==> config.mk <==
export PLATFORM = sky130hd
export DESIGN_NAME = shortest_remaining_periodic_scheduler_core_flat
export DESIGN_NICKNAME = d
export VERILOG_FILES = /design/src/rtl/core/srps_pkg.sv /design/src/rtl/core/srps_if.sv /design/src/rtl/core/srps_ctrl.sv /design/src/rtl/core/srps_dp.sv /design/src/rtl/core/shortest_remaining_periodic_scheduler_core.sv /design/src/flat_wrapper.sv
export SDC_FILE = /design/constraint.sdc
export NUM_CORES = 2
export LEC_CHECK = 0
export ABC_AREA = 1
export BUFFER_PORTS_ARGS = -buffer_cell sky130_fd_sc_hd__buf_2
export CORE_AREA = 2 2 259 453
export CTS_CLUSTER_DIAMETER = 50
export DETAILED_ROUTE_END_ITERATION = 10
export DIE_AREA = 0 0 261 455
export GPL_TIMING_DRIVEN = 0
export PLACE_DENSITY_LB_ADDON = 0.3
export SYNTH_ARGS = -nofsm -noshare
export SYNTH_HDL_FRONTEND = slang
export SYNTH_SLANG_ARGS = --single-unit
==> constraint.sdc <==
create_clock -name clk_i -period 7.2 [get_ports clk_i]
set_input_delay 0.72 -clock clk_i [delete_from_list [all_inputs] [get_ports clk_i]]
set_output_delay 0.72 -clock clk_i [all_outputs]
set_load 0.03 [all_outputs]
==> src/rtl/core/srps_pkg.sv <==
// Package for the periodic SRTF scheduler core.
// Holds field widths, default parameters, action codes and the
// controller/datapath command and status structs. No dependencies.
package srps_pkg;

  localparam int unsigned MaxTasksDef = 8;
  localparam int unsigned TimeBitsDef = 16;

  localparam int unsigned IdxW    = 3;
  localparam int unsigned FieldW  = 16;
  localparam int unsigned CountW  = 4;
  localparam int unsigned TickW   = 32;
  localparam int unsigned ChosenW = 4;

  typedef enum logic {
    ActSet  = 1'b0,
    ActTick = 1'b1
  } action_e;

  typedef struct packed {
    logic set_wr;    // write task parameters from the input word
    logic scan_clr;  // start a tick: clear scan index and best candidate
    logic scan_en;   // process one slot
    logic commit;    // grant, decrement, load result register
  } srps_cmd_t;

  typedef struct packed {
    logic empty;     // no active slots
    logic last;      // scan index is on the last active slot
  } srps_sts_t;

endpackage

==> src/rtl/core/srps_if.sv <==
// Valid/ready channel interfaces for the scheduler core.
// Input word carries a set-task or tick request, output word a grant.
// Depends on srps_pkg.
interface srps_in_if import srps_pkg::*; ();
  logic              valid;
  logic              ready;
  logic              action;
  logic [IdxW-1:0]   task_index;
  logic [FieldW-1:0] comp_time;
  logic [FieldW-1:0] period;
  logic [FieldW-1:0] rel_deadline;

  modport source (output valid, action, task_index, comp_time, period, rel_deadline,
                  input ready);
  modport sink   (input valid, action, task_index, comp_time, period, rel_deadline,
                  output ready);
endinterface

interface srps_out_if import srps_pkg::*; ();
  logic               valid;
  logic               ready;
  logic [TickW-1:0]   tick_time;
  logic [ChosenW-1:0] chosen_task;
  logic [FieldW-1:0]  remaining_work;
  logic [TickW-1:0]   current_deadline;

  modport source (output valid, tick_time, chosen_task, remaining_work, current_deadline,
                  input ready);
  modport sink   (input valid, tick_time, chosen_task, remaining_work, current_deadline,
                  output ready);
endinterface

==> src/rtl/core/srps_ctrl.sv <==
// Sequencing FSM for the scheduler core: accepts words, steps the
// slot scan, and commits the grant into the output register.
// Depends on srps_pkg.
module srps_ctrl import srps_pkg::*; (
  input  logic      clk_i,
  input  logic      rst_ni,
  input  logic      in_valid_i,
  input  logic      in_action_i,
  output logic      in_ready_o,
  output logic      out_valid_o,
  input  logic      out_ready_i,
  input  srps_sts_t sts_i,
  output srps_cmd_t cmd_o
);

  typedef enum logic [1:0] {
    Idle,
    Scan,
    Grant
  } state_e;

  state_e state_q;
  logic   out_valid_q;
  logic   accept;

  always_comb begin
    in_ready_o      = (state_q == Idle);
    accept          = in_valid_i && in_ready_o;
    cmd_o.set_wr    = accept && (in_action_i == ActSet);
    cmd_o.scan_clr  = accept && (in_action_i == ActTick);
    cmd_o.scan_en   = (state_q == Scan) && !sts_i.empty;
    // hold the grant while a previous word is still waiting downstream
    cmd_o.commit    = (state_q == Grant) && (!out_valid_q || out_ready_i);
  end

  assign out_valid_o = out_valid_q;

  always_ff @(posedge clk_i or negedge rst_ni) begin
    if (!rst_ni) begin
      state_q     <= Idle;
      out_valid_q <= 1'b0;
    end else begin
      case (state_q)
        Idle: begin
          if (cmd_o.scan_clr) state_q <= Scan;
        end
        Scan: begin
          if (sts_i.empty || sts_i.last) state_q <= Grant;
        end
        Grant: begin
          if (cmd_o.commit) state_q <= Idle;
        end
        default: state_q <= Idle;
      endcase

      if (cmd_o.commit) begin
        out_valid_q <= 1'b1;
      end else if (out_ready_i) begin
        out_valid_q <= 1'b0;
      end
    end
  end

endmodule

==> src/rtl/core/srps_dp.sv <==
// Datapath of the scheduler core: task tables, release/min scan over
// one slot per cycle, grant decrement and the output register.
// Depends on srps_pkg.
module srps_dp import srps_pkg::*; #(
  parameter int unsigned MAX_TASKS = MaxTasksDef,
  parameter int unsigned TIME_BITS = TimeBitsDef
) (
  input  logic               clk_i,
  input  logic               rst_ni,
  input  srps_cmd_t          cmd_i,
  output srps_sts_t          sts_o,
  input  logic               cfg_we_i,
  input  logic [CountW-1:0]  cfg_wdata_i,
  input  logic [IdxW-1:0]    task_index_i,
  input  logic [FieldW-1:0]  comp_time_i,
  input  logic [FieldW-1:0]  period_i,
  input  logic [FieldW-1:0]  rel_deadline_i,
  output logic [TickW-1:0]   tick_time_o,
  output logic [ChosenW-1:0] chosen_task_o,
  output logic [FieldW-1:0]  remaining_work_o,
  output logic [TickW-1:0]   current_deadline_o
);

  localparam int unsigned TW   = TIME_BITS;
  localparam int unsigned IW   = (MAX_TASKS > 1) ? $clog2(MAX_TASKS) : 1;
  localparam int unsigned CW   = $clog2(MAX_TASKS + 1);
  localparam int unsigned ExtW = (TW > FieldW) ? TW : FieldW;

  logic [TW-1:0]    rem_q    [MAX_TASKS];
  logic [TW-1:0]    cd_q     [MAX_TASKS];
  logic [TW-1:0]    comp_q   [MAX_TASKS];
  logic [TW-1:0]    per_q    [MAX_TASKS];
  logic [TW-1:0]    reldl_q  [MAX_TASKS];
  logic [TickW-1:0] absdl_q  [MAX_TASKS];

  logic [CountW-1:0] task_count_q;
  logic [CW-1:0]     last_granted_q;
  logic [TickW-1:0]  tick_q;
  logic [IW-1:0]     scan_idx_q;
  logic              best_vld_q;
  logic [IW-1:0]     best_idx_q;
  logic [TW-1:0]     best_rem_q;
  logic [TickW-1:0]  best_dl_q;

  logic [CW-1:0]     active;
  logic [CW-1:0]     scan_num;
  logic [CW-1:0]     best_num;
  logic [ExtW-1:0]   comp_ext, per_ext, reldl_ext;
  logic              set_ok;
  logic [IW-1:0]     set_idx;

  // slot under scan
  logic [TW-1:0]     rd_rem, rd_cd, rd_comp, rd_per, rd_reldl;
  logic [TickW-1:0]  rd_absdl;
  logic [TW:0]       rem_sum;
  logic              release_now, add_job;
  logic [TW-1:0]     rem_new, cd_new;
  logic [TickW-1:0]  absdl_new;
  logic              take;

  always_comb begin
    active   = (32'(task_count_q) > MAX_TASKS) ? CW'(MAX_TASKS) : CW'(task_count_q);
    scan_num = CW'(scan_idx_q) + CW'(1);
    best_num = CW'(best_idx_q) + CW'(1);
    sts_o.empty = (active == '0);
    sts_o.last  = (CW'(scan_idx_q) == active - CW'(1));

    comp_ext  = ExtW'(comp_time_i);
    per_ext   = ExtW'(period_i);
    reldl_ext = ExtW'(rel_deadline_i);
    set_ok    = (32'(task_index_i) < MAX_TASKS);
    set_idx   = IW'(task_index_i);

    rd_rem   = rem_q[scan_idx_q];
    rd_cd    = cd_q[scan_idx_q];
    rd_comp  = comp_q[scan_idx_q];
    rd_per   = per_q[scan_idx_q];
    rd_reldl = reldl_q[scan_idx_q];
    rd_absdl = absdl_q[scan_idx_q];

    release_now = (rd_cd == '0);
    add_job     = release_now && (rd_comp != '0);
    rem_sum     = {1'b0, rd_rem} + {1'b0, rd_comp};
    rem_new     = rd_rem;
    absdl_new   = rd_absdl;
    if (add_job) begin
      rem_new   = rem_sum[TW] ? '1 : rem_sum[TW-1:0];
      absdl_new = tick_q + TickW'(rd_reldl);
    end
    // period zero behaves as one
    if (release_now) begin
      cd_new = (rd_per == '0) ? '0 : rd_per - TW'(1);
    end else begin
      cd_new = rd_cd - TW'(1);
    end

    // strictly smaller wins; equal wins only for last tick's grantee
    take = (rem_new != '0) &&
           (!best_vld_q || (rem_new < best_rem_q) ||
            ((rem_new == best_rem_q) && (last_granted_q == scan_num)));
  end

  always_ff @(posedge clk_i or negedge rst_ni) begin
    if (!rst_ni) begin
      for (int i = 0; i < MAX_TASKS; i++) begin
        rem_q[i]   <= '0;
        cd_q[i]    <= '0;
        comp_q[i]  <= '0;
        per_q[i]   <= TW'(1);
        reldl_q[i] <= '0;
        absdl_q[i] <= '0;
      end
      task_count_q   <= CountW'(1);
      last_granted_q <= '0;
      tick_q         <= '0;
      scan_idx_q     <= '0;
      best_vld_q     <= 1'b0;
      best_idx_q     <= '0;
      best_rem_q     <= '0;
      best_dl_q      <= '0;
    end else begin
      if (cfg_we_i) task_count_q <= cfg_wdata_i;

      if (cmd_i.set_wr && set_ok) begin
        comp_q[set_idx]  <= comp_ext[TW-1:0];
        per_q[set_idx]   <= per_ext[TW-1:0];
        reldl_q[set_idx] <= reldl_ext[TW-1:0];
        cd_q[set_idx]    <= '0;
      end

      if (cmd_i.scan_clr) begin
        scan_idx_q <= '0;
        best_vld_q <= 1'b0;
      end

      if (cmd_i.scan_en) begin
        rem_q[scan_idx_q]   <= rem_new;
        cd_q[scan_idx_q]    <= cd_new;
        absdl_q[scan_idx_q] <= absdl_new;
        scan_idx_q          <= scan_idx_q + IW'(1);
        if (take) begin
          best_vld_q <= 1'b1;
          best_idx_q <= scan_idx_q;
          best_rem_q <= rem_new;
          best_dl_q  <= absdl_new;
        end
      end

      if (cmd_i.commit) begin
        tick_q <= tick_q + TickW'(1);
        if (best_vld_q) begin
          rem_q[best_idx_q] <= best_rem_q - TW'(1);
          last_granted_q    <= best_num;
        end else begin
          last_granted_q    <= '0;
        end
      end
    end
  end

  // result register
  always_ff @(posedge clk_i) begin
    if (cmd_i.commit) begin
      tick_time_o <= tick_q;
      if (best_vld_q) begin
        chosen_task_o      <= ChosenW'(best_num);
        remaining_work_o   <= FieldW'(best_rem_q - TW'(1));
        current_deadline_o <= best_dl_q;
      end else begin
        chosen_task_o      <= '0;
        remaining_work_o   <= '0;
        current_deadline_o <= '0;
      end
    end
  end

endmodule

==> src/rtl/core/shortest_remaining_periodic_scheduler_core.sv <==
// Periodic shortest-remaining-time scheduler core.
// Set-task word: taken with no result. Tick word: the active slots are
// scanned one slot per cycle, then the grant is committed into the output
// register once it is free or being read; next word taken after the commit.
// Input accepted while an earlier result waits in the output register.
// Async active-low reset: tables to reset values, task count 1, tick 0.
module shortest_remaining_periodic_scheduler_core import srps_pkg::*; #(
  parameter int unsigned MAX_TASKS = MaxTasksDef,
  parameter int unsigned TIME_BITS = TimeBitsDef
) (
  input  logic              clk_i,
  input  logic              rst_ni,
  input  logic              cfg_we_i,
  input  logic [CountW-1:0] cfg_wdata_i,
  srps_in_if.sink           in_i,
  srps_out_if.source        out_o
);

  srps_cmd_t cmd;
  srps_sts_t sts;

  srps_ctrl u_ctrl (
    .clk_i       (clk_i),
    .rst_ni      (rst_ni),
    .in_valid_i  (in_i.valid),
    .in_action_i (in_i.action),
    .in_ready_o  (in_i.ready),
    .out_valid_o (out_o.valid),
    .out_ready_i (out_o.ready),
    .sts_i       (sts),
    .cmd_o       (cmd)
  );

  srps_dp #(
    .MAX_TASKS (MAX_TASKS),
    .TIME_BITS (TIME_BITS)
  ) u_dp (
    .clk_i              (clk_i),
    .rst_ni             (rst_ni),
    .cmd_i              (cmd),
    .sts_o              (sts),
    .cfg_we_i           (cfg_we_i),
    .cfg_wdata_i        (cfg_wdata_i),
    .task_index_i       (in_i.task_index),
    .comp_time_i        (in_i.comp_time),
    .period_i           (in_i.period),
    .rel_deadline_i     (in_i.rel_deadline),
    .tick_time_o        (out_o.tick_time),
    .chosen_task_o      (out_o.chosen_task),
    .remaining_work_o   (out_o.remaining_work),
    .current_deadline_o (out_o.current_deadline)
  );

`ifndef NO_ASSERTIONS
  // a grant never overwrites a word still waiting downstream
  a_commit_free : assert property (@(posedge clk_i) disable iff (!rst_ni)
    cmd.commit |-> (!out_o.valid || out_o.ready))
    else $error("grant committed over a pending result");

  // each grant shows up as a valid word on the next cycle
  a_commit_valid : assert property (@(posedge clk_i) disable iff (!rst_ni)
    cmd.commit |=> out_o.valid)
    else $error("grant did not produce a result word");

  // no word is taken while a tick is being scanned or granted
  a_accept_quiet : assert property (@(posedge clk_i) disable iff (!rst_ni)
    (in_i.valid && in_i.ready) |-> (!cmd.scan_en && !cmd.commit))
    else $error("input word accepted during a tick");
`endif

endmodule

==> src/flat_wrapper.sv <==
// flat-port wrapper written by rule: the top's interface ports become plain ports
module shortest_remaining_periodic_scheduler_core_flat import srps_pkg::*;
#(
  parameter int unsigned MAX_TASKS = MaxTasksDef,
  parameter int unsigned TIME_BITS = TimeBitsDef
)
  (clk_i, rst_ni, cfg_we_i, cfg_wdata_i, in_i_valid, in_i_action, in_i_task_index, in_i_comp_time, in_i_period, in_i_rel_deadline, in_i_ready, out_o_valid, out_o_tick_time, out_o_chosen_task, out_o_remaining_work, out_o_current_deadline, out_o_ready);
  srps_in_if in_i_i ();
  srps_out_if out_o_i ();
  input  logic clk_i;
  input  logic rst_ni;
  input  logic cfg_we_i;
  input  logic [CountW-1:0] cfg_wdata_i;
  input wire logic [$bits(in_i_i.valid)-1:0] in_i_valid;
  input wire logic [$bits(in_i_i.action)-1:0] in_i_action;
  input wire logic [$bits(in_i_i.task_index)-1:0] in_i_task_index;
  input wire logic [$bits(in_i_i.comp_time)-1:0] in_i_comp_time;
  input wire logic [$bits(in_i_i.period)-1:0] in_i_period;
  input wire logic [$bits(in_i_i.rel_deadline)-1:0] in_i_rel_deadline;
  output wire logic [$bits(in_i_i.ready)-1:0] in_i_ready;
  output wire logic [$bits(out_o_i.valid)-1:0] out_o_valid;
  output wire logic [$bits(out_o_i.tick_time)-1:0] out_o_tick_time;
  output wire logic [$bits(out_o_i.chosen_task)-1:0] out_o_chosen_task;
  output wire logic [$bits(out_o_i.remaining_work)-1:0] out_o_remaining_work;
  output wire logic [$bits(out_o_i.current_deadline)-1:0] out_o_current_deadline;
  input wire logic [$bits(out_o_i.ready)-1:0] out_o_ready;
  assign in_i_i.valid = in_i_valid;
  assign in_i_i.action = in_i_action;
  assign in_i_i.task_index = in_i_task_index;
  assign in_i_i.comp_time = in_i_comp_time;
  assign in_i_i.period = in_i_period;
  assign in_i_i.rel_deadline = in_i_rel_deadline;
  assign in_i_ready = in_i_i.ready;
  assign out_o_valid = out_o_i.valid;
  assign out_o_tick_time = out_o_i.tick_time;
  assign out_o_chosen_task = out_o_i.chosen_task;
  assign out_o_remaining_work = out_o_i.remaining_work;
  assign out_o_current_deadline = out_o_i.current_deadline;
  assign out_o_i.ready = out_o_ready;
  shortest_remaining_periodic_scheduler_core #(.MAX_TASKS(MAX_TASKS), .TIME_BITS(TIME_BITS)) u_core (.clk_i(clk_i), .rst_ni(rst_ni), .cfg_we_i(cfg_we_i), .cfg_wdata_i(cfg_wdata_i), .in_i(in_i_i), .out_o(out_o_i));
endmodule
==> impl_metrics.py <==
metrics = {
    "routing": {
        "ant_nets": 0,
        "wl_per_cell_microns": 24.7,
        "via_per_inst": 5.82,
        "routed_wl_microns": 200000,
        "drt_pre_antenna_iters": 7,
        "drt_iter0_markers": 4891,
        "drc": 0,
        "via_count": 47200,
    },
    "logic_synthesis": {
        "ys_seq_elements": 1078,
        "synthArstFlopShare_pct": 92.2,
        "synth_most_common_cell": "nand2_1",
        "netlist_instances": 6255,
        "synthTopCellsByArea": "dfrtp_1 48%, nand2_1 16%, o21ai_0 7.1%",
        "yosys.area.top_type": "dfrtp_1",
        "yosysUniqueCellTypes": 59,
        "synth_seq_area_share_pct": 53.1,
        "avgSynthCellArea_sq_um": 8.24,
        "synth_area_sq_um": 51600,
        "synth-main-ff-cell": "dfrtp_1",
        "yosysTopAreaCellShare_pct": 47.8,
        "synth_common_cells": "2246 x nand2_1, 985 x dfrtp_1, 736 x o21ai_0, 420 x inv_1, 270 x nand3_1",
        "synth-edff-count": 84,
        "synth_fp_nets": 6374,
        "yosys_warnings": 0,
    },
    "critical_path": {
        "path_class": "reg2reg",
        "worst-path-buf-inv": 11,
        "crit_path_start_kind": "register",
        "slowest_stage": "buf_2",
        "cp_max_fo": 10,
        "path_delay_family": "buffers and inverters",
        "required_ns": 7.92,
        "cp_common_cell": "nand2_1",
        "cp_slowest_stage_delay_ns": 0.44,
        "cp-end-kind": "register",
        "arrival_ns": 7.69,
    },
    "floorplan": {
        "io_pins": 147,
        "design.die.area_sq_um": 119000,
        "start_util_pct": 44.8,
        "placementRows": 165,
        "die_x_microns": 261,
        "core_area_sq_um": 115000,
        "die_h_microns": 455,
    },
    "layout": {
        "drive_above_1_share_pct": 8.26,
        "nets": 6631,
        "syn2layout_area_growth_pct": 13.0,
        "fin_util_pct": 50.6,
        "n_fill_cell": 11200,
        "final_area_sq_um": 58300,
        "regArea_sq_um": 27400,
        "multi_input_area_sq_um": 20800,
    },
    "clock_tree": {
        "cts_root_buf": "clkbuf_16",
        "clk_path_buf_depth": 3,
        "clock_latency_ns": 0.78,
        "htreeDepth": 3,
        "clock-sinks": 1078,
        "numCtsBuffers": 103,
        "cts_tree": "yes",
        "clk_pin_slew_ns": 0.07,
    },
    "timing": {
        "layout_min_cycle_time_ns": 6.98,
        "hold_violations": 0,
        "fin_ws_ns": 0.224,
        "finClkSkew_ns": 0.0430,
        "timing.final.crit_share_pct": 96.9,
        "tightest_slew_ns": 1.56,
        "fmax_ghz": 0.143,
        "setup_violations": 0,
        "slew_violations": 10,
        "slew_headroom_pct": -4.48,
    },
    "global_routing": {
        "grt_overflow": 0,
        "grt_usage_pct": 33.9,
        "grt_first_pass_wirelength_microns": 296000,
        "grt_pass1_vias": 46600,
        "antenna_found_initial": 11,
        "grt_max_degree": 126,
    },
    "pwr": {
        "p_per_area_nw_per_um2": 503,
        "power_uw": 29300,
        "vdd_drop_max_mv": 0.327,
        "leakagePower_uw": 0.0278,
    },
    "placed_design": {
        "place_area_sq_um": 54500,
        "dp_hpwl_microns": 145000,
        "pre_cts_slack_ns": -1.68,
        "portBuffers": 146,
        "place_congestion": 0.981,
    },
    "run": {
        "drv_cap": 1,
    },
    "status": {
        "violations": "capacitance limit, slew limit",
        "status": "finished with violations",
    },
    "min_path": {
        "hold_path_class": "in2reg",
    },
}
-- power by group --
| group | switching (uW) | internal, uW |
|---|---|---|
| sequential | 1250 | 8480 |
| combinational | 9670 | 3950 |
| clock | 2630 | 3300 |
-- worst min-delay path: cells and delay by family --
family,cells,cell delay (ns)
and+or+nand+nor,1,0.04
AOI/OAI and AO/OA,1,0.06
buffers and inverters,1,0.08
-- sequential cells by signal, indices dropped and copies added, names as in the netlist, 4 cells and up --
name,count
u_core.u_dp.tick_q,32
u_core.u_dp.tick_time_o,32
u_core.u_dp.per_q,128
u_core.u_dp.rem_q,128
u_core.u_dp.chosen_task_o,4
u_core.u_dp.best_dl_q,32
u_core.u_dp.current_deadline_o,32
u_core.u_dp.last_granted_q,4
u_core.u_dp.task_count_q,4
u_core.u_dp.reldl_q,128
u_core.u_dp.absdl_q,256
u_core.u_dp.cd_q,128
u_core.u_dp.remaining_work_o,16
u_core.u_dp.comp_q,128
u_core.u_dp.best_rem_q,16
-- cell families after synthesis --
group                      synth area share (%)
AOI/OAI and AO/OA                          15.1
xor gates and xnor gates                   1.58
buffers and inverters                      6.61
DFF                                        53.1
and+or+nand+nor                            22.1
adders and majority gates                  1.44
muxes                                    0.0437
-- cell type report --
cell class / count / area share, %
antenna: 8 / 0.0344
buffer: 377 / 3.02
clock buffer: 129 / 4.94
clock inverter: 60 / 1.28
inverter: 452 / 2.94
multi-input combinational: 4338 / 35.7
sequential: 1078 / 47.0
tap: 1503 / 3.23
timing repair buffer: 162 / 1.83
-- metrics by stage --
step	std cells	hold slack, ns	setup TNS (ns)
global route	8102	0.195	-0.00101
CTS	8101	0.183	0
detailed placement	7914	0.432	-160.40
finish	8107	0.184	0
global placement	7904	0.427	-
floorplan	6255	0.423	0
-- cell usage in the layout (no fill, tap or decap), types with 9 or more instances in the layout --
cell type     n
dfstp_2       9
buf_2       197
o41ai_1      23
xor2_1       69
a221oi_2      9
o21ai_2      15
bufinv_16    12
o22ai_1      81
o21ai_1      13
nand4_1      51
a21oi_1     173
nand3_1     268
buf_1        18
a22oi_1     134
buf_16       10
nor2_1      216
nand2_1    2243
clkinv_1     19
nor3_1       23
ha_1         56
a221oi_1     50
edfxtp_1     84
clkbuf_8     16
dfrtp_1     985
o21ai_0     734
buf_6        20
clkbuf_16   105
a31oi_1      35
inv_2        11
a22o_1       26
inv_1       418
or2_2         9
clkbuf_4     11
buf_4        23
xnor2_1      24
clkbuf_1    255
clkinv_2     22
clkbuf_2     10
-- layer usage --
layer  global-route usage [%]  vias to the layer above  share of wire, %
li1                         -                    21100                 -
met1                     36.1                    22800                34
met5                        0                        -             0.032
met2                     56.0                     2408                48
met3                     7.62                      883               7.7
met4                     30.5                       12                11
-- what timing repair did --
action | 4_1_cts | 5_1_grt
buffers inserted | 0 | 5
endpoints found under the setup margin | 246 | 116
hold endpoints to repair | 9 | 0
resized for setup | 34 | 29
hold buffers | 1 | 0
gates cloned | 0 | 0
pin swaps | 0 | 3
-- worst paths after layout --
| kind | startpoint | to | slack, ns | cells after the start |
|---|---|---|---|---|
| setup / recovery | u_core.u_dp.scan_idx_q[0] | u_core.u_dp.best_dl_q[28] | 0.22 | 31 |
| hold / removal | cfg_wdata_i[2] | u_core.u_dp.task_count_q[2] | 0.18 | 3 |
| setup reg to reg | u_core.u_dp.scan_idx_q[0] | u_core.u_dp.best_dl_q[28] | 0.22 | 31 |
| hold reg to reg | u_core.u_dp.tick_q[29] | u_core.u_dp.tick_time_o[29] | 0.45 | 0 |
| max in group asynchronous | rst_ni | u_core.u_dp.comp_q[48] | 4.22 | 6 |
| min in group asynchronous | rst_ni | u_core.u_dp.tick_q[21] | 0.38 | 2 |
Note: power is estimated with default switching activity, not from simulation.
